==> src/design/sftl_pkg.sv <==
package sftl_pkg;

    // Port width of a vertex word and the part of it that identifies a vertex.
    localparam int VERTEX_W    = 64;
    localparam int VERTEX_BITS = 64;

    localparam logic [1:0] MODE_LIST  = 2'd0;
    localparam logic [1:0] MODE_STRIP = 2'd1;
    localparam logic [1:0] MODE_FAN   = 2'd2;

    // Number of result beats a loaded entry holds.
    localparam logic [1:0] BEATS_NONE = 2'd0;
    localparam logic [1:0] BEATS_LIST = 2'd1;
    localparam logic [1:0] BEATS_TRI  = 2'd3;

    typedef logic [VERTEX_BITS-1:0] t_vertex;

    typedef struct packed {
        logic       valid;
        logic [1:0] beats;
        t_vertex    v0;
        t_vertex    v1;
        t_vertex    v2;
    } t_tri;

    typedef struct packed {
        logic free;
    } t_buf_stat;

endpackage

==> src/design/sftl_ifs.sv <==
interface sftl_cfg_if;
    import sftl_pkg::*;
    logic       valid;
    logic       ready;
    logic [1:0] primitive_mode;
    modport source (output valid, output primitive_mode, input ready);
    modport sink   (input valid, input primitive_mode, output ready);
endinterface

interface sftl_in_if;
    import sftl_pkg::*;
    logic                valid;
    logic                ready;
    logic [VERTEX_W-1:0] vertex_word;
    logic                starts_primitive;
    modport source (output valid, output vertex_word, output starts_primitive, input ready);
    modport sink   (input valid, input vertex_word, input starts_primitive, output ready);
endinterface

interface sftl_out_if;
    import sftl_pkg::*;
    logic                valid;
    logic                ready;
    logic [VERTEX_W-1:0] out_vertex;
    logic [1:0]          corner;
    logic                run_last;
    modport source (output valid, output out_vertex, output corner, output run_last,
                    input ready);
    modport sink   (input valid, input out_vertex, input corner, input run_last,
                    output ready);
endinterface

==> src/design/sftl_tri_buf.sv <==
module sftl_tri_buf (
    input  logic                  i_clk,
    input  logic                  i_rst_n,
    input  sftl_pkg::t_tri        i_load,
    output sftl_pkg::t_buf_stat   o_stat,
    sftl_out_if.source            o_out
);
    import sftl_pkg::*;

    t_vertex    r_v0, r_v1, r_v2;
    logic [1:0] r_left, n_left;
    logic [1:0] r_pos, n_pos;
    t_vertex    w_vertex;
    logic       w_fire;

    assign w_fire = o_out.valid && o_out.ready;

    // Free next cycle if empty or the final beat leaves now.
    assign o_stat.free = (r_left == 2'd0) || ((r_left == 2'd1) && o_out.ready);

    always_comb begin
        n_left = r_left;
        n_pos  = r_pos;
        if (i_load.valid) begin
            n_left = i_load.beats;
            n_pos  = 2'd0;
        end else if (w_fire) begin
            n_left = r_left - 2'd1;
            n_pos  = r_pos + 2'd1;
        end
    end

    always_ff @(posedge i_clk) begin
        if (!i_rst_n) begin
            r_left <= 2'd0;
            r_pos  <= 2'd0;
        end else begin
            r_left <= n_left;
            r_pos  <= n_pos;
        end
    end

    always_ff @(posedge i_clk) begin
        if (i_load.valid) begin
            r_v0 <= i_load.v0;
            r_v1 <= i_load.v1;
            r_v2 <= i_load.v2;
        end
    end

    always_comb begin
        case (r_pos)
            2'd1:    w_vertex = r_v1;
            2'd2:    w_vertex = r_v2;
            default: w_vertex = r_v0;
        endcase
    end

    assign o_out.valid      = (r_left != 2'd0);
    assign o_out.out_vertex = VERTEX_W'(w_vertex);
    assign o_out.corner     = r_pos;
    assign o_out.run_last   = (r_left == 2'd1);

endmodule

==> src/design/strip_fan_to_triangle_list.sv <==
// A vertex passes the input register and then the triangle buffer on its way out.
// Throughput: one vertex per cycle in list mode or when it makes no triangle, while
// the result port takes each beat; after a vertex that makes a triangle, the next one
// waits until the one-beat-per-cycle result port drains the three-entry buffer.
// Reset (synchronous, active low): mode to list, held vertices, count and parity
// to zero, input and result registers empty.
module strip_fan_to_triangle_list (
    input  logic        i_clk,
    input  logic        i_rst_n,
    sftl_cfg_if.sink    i_cfg,
    sftl_in_if.sink     i_in,
    sftl_out_if.source  o_out
);
    import sftl_pkg::*;

    logic [1:0] r_mode;

    logic       r_in_valid;
    t_vertex    r_in_vertex;
    logic       r_in_start;

    t_vertex    r_older, n_older;
    t_vertex    r_newer, n_newer;
    logic [1:0] r_seen, n_seen;
    logic       r_parity, n_parity;

    logic       w_advance;
    logic [1:0] w_cnt;
    logic       w_odd;
    logic       w_degen;
    t_tri       w_load;
    t_buf_stat  w_stat;

    assign i_cfg.ready = 1'b1;

    always_ff @(posedge i_clk) begin
        if (!i_rst_n) begin
            r_mode <= MODE_LIST;
        end else if (i_cfg.valid) begin
            r_mode <= i_cfg.primitive_mode;
        end
    end

    // Input register; moves on as soon as the triangle buffer can take its result.
    assign w_advance  = r_in_valid && w_stat.free;
    assign i_in.ready = !r_in_valid || w_advance;

    always_ff @(posedge i_clk) begin
        if (!i_rst_n) begin
            r_in_valid <= 1'b0;
        end else if (i_in.ready) begin
            r_in_valid <= i_in.valid;
        end
    end

    always_ff @(posedge i_clk) begin
        if (i_in.valid && i_in.ready) begin
            r_in_vertex <= i_in.vertex_word[VERTEX_BITS-1:0];
            r_in_start  <= i_in.starts_primitive;
        end
    end

    assign w_cnt = r_in_start ? 2'd0 : r_seen;
    assign w_odd = r_in_start ? 1'b0 : r_parity;

    always_comb begin
        w_load       = '0;
        w_load.valid = w_advance;
        w_load.beats = BEATS_NONE;
        w_load.v0    = r_in_vertex;
        w_load.v1    = r_in_vertex;
        w_load.v2    = r_in_vertex;
        n_older      = r_newer;
        n_newer      = r_in_vertex;
        unique case (r_mode)
            MODE_STRIP: begin
                w_load.v0 = r_older;
                w_load.v1 = w_odd ? r_in_vertex : r_newer;
                w_load.v2 = w_odd ? r_newer : r_in_vertex;
                if (w_cnt == 2'd2) begin
                    w_load.beats = BEATS_TRI;
                end
            end
            MODE_FAN: begin
                // older holds the fan center
                w_load.v0 = r_newer;
                w_load.v1 = r_in_vertex;
                w_load.v2 = r_older;
                if (w_cnt == 2'd2) begin
                    w_load.beats = BEATS_TRI;
                end
                n_older = (w_cnt == 2'd0) ? r_in_vertex : r_older;
            end
            default: begin
                w_load.beats = BEATS_LIST;
            end
        endcase
        w_degen = (w_load.v0 == w_load.v1) || (w_load.v0 == w_load.v2) ||
                  (w_load.v1 == w_load.v2);
        if (w_load.beats == BEATS_TRI && w_degen) begin
            w_load.beats = BEATS_NONE;
        end
        n_seen   = (w_cnt == 2'd2) ? w_cnt : w_cnt + 2'd1;
        n_parity = ~w_odd;
    end

    always_ff @(posedge i_clk) begin
        if (!i_rst_n) begin
            r_older  <= '0;
            r_newer  <= '0;
            r_seen   <= 2'd0;
            r_parity <= 1'b0;
        end else if (w_advance) begin
            r_older  <= n_older;
            r_newer  <= n_newer;
            r_seen   <= n_seen;
            r_parity <= n_parity;
        end
    end

    sftl_tri_buf u_tri_buf (
        .i_clk   (i_clk),
        .i_rst_n (i_rst_n),
        .i_load  (w_load),
        .o_stat  (w_stat),
        .o_out   (o_out)
    );

    a_no_overwrite: assert property (@(posedge i_clk) disable iff (!i_rst_n)
        w_load.valid |-> w_stat.free)
        else $error("triangle buffer loaded while beats remain");

    a_seen_sat: assert property (@(posedge i_clk) disable iff (!i_rst_n)
        r_seen != 2'd3)
        else $error("vertex count past saturation");

    a_corner_last: assert property (@(posedge i_clk) disable iff (!i_rst_n)
        (o_out.valid && o_out.corner == 2'd2) |-> o_out.run_last)
        else $error("third corner not flagged as final beat");

    a_held_on_stall: assert property (@(posedge i_clk) disable iff (!i_rst_n)
        (r_in_valid && !w_stat.free) |=> (r_in_valid && $stable(r_in_vertex)))
        else $error("input register lost a vertex while buffer busy");

endmodule

==> src/flat_wrapper.sv <==
// flat-port wrapper written by rule: the top's interface ports become plain ports
module strip_fan_to_triangle_list_flat import sftl_pkg::*;
  (i_clk, i_rst_n, i_cfg_valid, i_cfg_primitive_mode, i_cfg_ready, i_in_valid, i_in_vertex_word, i_in_starts_primitive, i_in_ready, o_out_valid, o_out_out_vertex, o_out_corner, o_out_run_last, o_out_ready);
  sftl_cfg_if i_cfg_i ();
  sftl_in_if i_in_i ();
  sftl_out_if o_out_i ();
  input  logic i_clk;
  input  logic i_rst_n;
  input wire logic [$bits(i_cfg_i.valid)-1:0] i_cfg_valid;
  input wire logic [$bits(i_cfg_i.primitive_mode)-1:0] i_cfg_primitive_mode;
  output wire logic [$bits(i_cfg_i.ready)-1:0] i_cfg_ready;
  input wire logic [$bits(i_in_i.valid)-1:0] i_in_valid;
  input wire logic [$bits(i_in_i.vertex_word)-1:0] i_in_vertex_word;
  input wire logic [$bits(i_in_i.starts_primitive)-1:0] i_in_starts_primitive;
  output wire logic [$bits(i_in_i.ready)-1:0] i_in_ready;
  output wire logic [$bits(o_out_i.valid)-1:0] o_out_valid;
  output wire logic [$bits(o_out_i.out_vertex)-1:0] o_out_out_vertex;
  output wire logic [$bits(o_out_i.corner)-1:0] o_out_corner;
  output wire logic [$bits(o_out_i.run_last)-1:0] o_out_run_last;
  input wire logic [$bits(o_out_i.ready)-1:0] o_out_ready;
  assign i_cfg_i.valid = i_cfg_valid;
  assign i_cfg_i.primitive_mode = i_cfg_primitive_mode;
  assign i_cfg_ready = i_cfg_i.ready;
  assign i_in_i.valid = i_in_valid;
  assign i_in_i.vertex_word = i_in_vertex_word;
  assign i_in_i.starts_primitive = i_in_starts_primitive;
  assign i_in_ready = i_in_i.ready;
  assign o_out_valid = o_out_i.valid;
  assign o_out_out_vertex = o_out_i.out_vertex;
  assign o_out_corner = o_out_i.corner;
  assign o_out_run_last = o_out_i.run_last;
  assign o_out_i.ready = o_out_ready;
  strip_fan_to_triangle_list u_core (.i_clk(i_clk), .i_rst_n(i_rst_n), .i_cfg(i_cfg_i), .i_in(i_in_i), .o_out(o_out_i));
endmodule
==> config.mk <==
export PLATFORM = sky130hd
export DESIGN_NAME = strip_fan_to_triangle_list_flat
export DESIGN_NICKNAME = d
export VERILOG_FILES = /design/src/design/sftl_pkg.sv /design/src/design/sftl_ifs.sv /design/src/design/sftl_tri_buf.sv /design/src/design/strip_fan_to_triangle_list.sv /design/src/flat_wrapper.sv
export SDC_FILE = /design/constraint.sdc
export NUM_CORES = 1
export LEC_CHECK = 0
export ABC_AREA = 1
export BUFFER_PORTS_ARGS = -buffer_cell sky130_fd_sc_hd__buf_2
export CAP_MARGIN = 40
export CORE_ASPECT_RATIO = 0.8
export CORE_MARGIN = 4
export CORE_UTILIZATION = 67
export DETAILED_ROUTE_END_ITERATION = 10
export PLACE_DENSITY = 0.87
export SLEW_MARGIN = 30
export SYNTH_ARGS = -nofsm -noshare
export SYNTH_HDL_FRONTEND = slang
export SYNTH_HIERARCHICAL = 1
export SYNTH_SLANG_ARGS = --single-unit
==> constraint.sdc <==
create_clock -name i_clk -period 21.4 [get_ports i_clk]
set_input_delay 4.28 -clock i_clk [delete_from_list [all_inputs] [get_ports i_clk]]
set_output_delay 4.28 -clock i_clk [all_outputs]
set_load 0.005 [all_outputs]
==> flow_metrics.env <==
export IMPL_synth_mux_area_share_pct=0
export IMPL_max_stage_delay_ns=0.14
export IMPL_hold_buffers=0
export IMPL_layout_setup_ws_ns=12.24
export IMPL_period_share_pct=42.8
export IMPL_wl_um=68400
export IMPL_cp_arrival_ns=4.88
export IMPL_reg2reg_slack_ns=17.14
export IMPL_synth_edf_count=257
export IMPL_placed_area_mm2=0.0245
export IMPL_start_util_pct=68.2
export IMPL_violations="design-rule violations"
export IMPL_synth_seq_cells=395
export IMPL_outcome="finished with violations"
export IMPL_finalHoldViolCount=0
export IMPL_synthAdderAreaFrac_pct=0.473
export IMPL_worstPathRequired_ns=17.12
export IMPL_cts_tree="done"
export IMPL_synthToLayoutAreaGrowth_pct=8.36
export IMPL_synth_async_sr_flop_share_pct=0
export IMPL_first_pass_iters=10
export IMPL_p_per_area_mw_per_mm2=98.7
export IMPL_fin_cells=3977
export IMPL_startpoint_type="input port"
export IMPL_die_area_mm2=0.0387
export IMPL_htree_levels=2
export IMPL_gr_total_overflow=0
export IMPL_syn_avg_cell_area_um2=6.91
export IMPL_cpMostUsedCell="nand2_1"
export IMPL_coreArea_mm2=0.0350
export IMPL_vias_per_cell=6.04
export IMPL_cts_made_buffers=40
export IMPL_cts_setup_buffers=0
export IMPL_fin_skew_ns=0.0180
export IMPL_drc=1
export IMPL_synth_area_leader_cell="edfxtp_1"
export IMPL_yosysWarnings=6
export IMPL_synth_compound_area_share_pct=14.1
export IMPL_holdCritPathClass="flop to flop"
export IMPL_dpl_cell_count=3897
export IMPL_worst_pin_slew_ns=1.01
export IMPL_cts_buffer_depth=3
export IMPL_reg2reg_from="u_core/r_mode[0]"
export IMPL_ant_nets=0
export IMPL_end_kind="primary output"
export IMPL_fmax_mhz=109
export IMPL_drive_above_1_share_pct=7.73
export IMPL_synth_xor_area_share_pct=0.0735
export IMPL_crit_chain="buf_2 -> nand2_1 -> nand2_1 -> inv_1 -> nand2_1 -> buf_2"
export IMPL_post_place_ws_ns=12.23
export IMPL_critPathSlowestCell="buf_2"
export IMPL_ir_drop_v=0.0000744
export IMPL_syn_instance_count=3449
export IMPL_finalCriticalPeriod_ns=9.16
export IMPL_antenna_found_initial=0
export IMPL_reg2regPathDepth=21
export IMPL_first_iter_violations=3561
export IMPL_final_cell_mix="1250 x nand2_1, 378 x inv_1, 339 x a21oi_1"
export IMPL_cts_sinks=395
export IMPL_tns_ns=0
export IMPL_wire_per_inst_um=17.2
export IMPL_crit_path_start="o_out_ready"
export IMPL_grt_max_degree=201
export IMPL_p_leak_nw=12.0
export IMPL_max_slew_margin_pct=32.4
export IMPL_grt_pass1_wl_um=108000
export IMPL_yosysSeqAreaShare_pct=44.0
export IMPL_root_buffer="clkbuf_16"
export IMPL_grtUsageTotal_pct=34.0
export IMPL_crit_end="i_in_ready"
export IMPL_portBuffers=140
export IMPL_synth_cell_type_count=31
export IMPL_place_hpwl_um=41100
export IMPL_insertion_delay_ns=0.56
export IMPL_final_max_slew_violation_count=0
export IMPL_path_clk_slew_ns=0.06
export IMPL_setup_violations=0
export IMPL_antenna_cells=0
export IMPL_worstSetupPathType="input port to primary output"
export IMPL_final_area_mm2=0.0258
export IMPL_rsz0062_at_grt="no"
export IMPL_synthesis_nets=3530
export IMPL_gp_congestion=0.894
export IMPL_die_h_um=177
export IMPL_final_net_count=3554
export IMPL_grt_pass1_vias=22700
export IMPL_path_max_fanout=2
export IMPL_cap_violations=0
export IMPL_multi_input_area_mm2=0.0108
export IMPL_r2r_end="u_core/u_tri_buf/r_left[1]"
export IMPL_netlist_area_mm2=0.0238
export IMPL_synth_simple_gate_area_share_pct=30.5
export IMPL_yosys_area_top_type_share_pct=32.4
export IMPL_cts_resized=0
export IMPL_vias=24000
export IMPL_die_width_um=219
export IMPL_synth_area_leaders="edfxtp_1 32%, nand2_1 20%, dfxtp_1 12%"
export IMPL_num_rows=61
export IMPL_seq_area_mm2=0.0105
export IMPL_synth_top_family_by_area="simple AND/OR/NAND/NOR gates"
export IMPL_synth_ff_type="edfxtp_1"
export IMPL_final_common_cell="nand2_1"
export IMPL_fillCellCount=2674
export IMPL_io_pins=142
-- final cells by class --
class / count / share of cell area (%)
tap: 472 / 2.29
clock buffer: 60 / 4.33
multi-input combinational: 2456 / 41.9
sequential: 395 / 40.6
timing repair buffer: 175 / 4.61
clock inverter: 14 / 0.373
inverter: 405 / 5.93
-- cell usage after synthesis, types with 2 or more instances --
library cell and count:
nand2_1 1251, inv_1 381, a21oi_1 340, nand3_1 310, edfxtp_1 257, o21ai_0 220
nor2_1 190, dfxtp_1 138, clkbuf_1 82, a31oi_1 61, buf_2 59, nand4_1 37
buf_6 24, buf_4 23, inv_2 23, o21ai_1 15, ha_1 9, buf_1 5
a21oi_2 4, o211ai_1 4, nand3_2 3, nand3b_1 2, o21a_1 2, xor2_1 2
-- registers in the layout (all words and copies together) (netlist names) --
register and count:
u_core/n_newer 64, u_core/r_in_start 1, u_core/r_in_valid 1, u_core/r_mode 2
u_core/r_newer 64, u_core/r_older 64, u_core/r_parity 1, u_core/r_seen 2
u_core/u_tri_buf/o_out.corner 2, u_core/u_tri_buf/r_left 2, u_core/u_tri_buf/r_v0 64, u_core/u_tri_buf/r_v1 64
u_core/u_tri_buf/r_v2 64
-- per-stage QoR --
| step | hold WS (ns) | power [mW] | utilization (%) |
|---|---|---|---|
| floorplan | 0.439 | 1.63 | - |
| global placement | 0.455 | 1.80 | 69.5 |
| detailed placement | 0.463 | 1.85 | 70.0 |
| CTS | 0.471 | 2.52 | 73.5 |
| global route | 0.494 | 2.69 | 73.9 |
| finish | 0.474 | 2.55 | 73.9 |
-- worst max-delay path: cells and delay by family --
family	cells	cell delay (ns)
and+or+nand+nor	3	0.22
buffers and inverters	3	0.37
-- logic make-up after synthesis --
logic type | count (synthesis)
buffers and inverters | 598
other | 1
xor gates and xnor gates | 2
AOI/OAI and AO/OA | 649
DFF | 395
adders and majority gates | 9
and+or+nand+nor | 1795
-- power breakdown --
group	internal, mW	switching (mW)
Combinational	0.256	0.585
Clock	0.374	0.294
Sequential	0.970	0.0676
-- worst min-delay path by stage --
stage                                    end               start  cells past startpoint
final                      u_core/r_older[3]   u_core/r_older[3]                      2
after global routing       u_core/r_older[3]   u_core/r_older[3]                      2
after CTS                  u_core/r_older[3]   u_core/r_older[3]                      2
after detailed placement   u_core/r_older[3]   u_core/r_older[3]                      2
after global placement      u_core/r_seen[0]    u_core/r_seen[0]                      2
after floorplan           u_core/r_older[14]  u_core/r_older[14]                      2
-- metal layers --
| metal | global-route usage (%) | vias to the layer above | share of wire [%] |
|---|---|---|---|
| met5 | 0 | - | 0 |
| met4 | 15.7 | 0 | 4.2 |
| met1 | 43.7 | 10900 | 38 |
| li1 | - | 11300 | - |
| met2 | 56.5 | 1576 | 47 |
| met3 | 5.92 | 254 | 11 |
No activity file was read; power rests on OpenSTA's default activity.
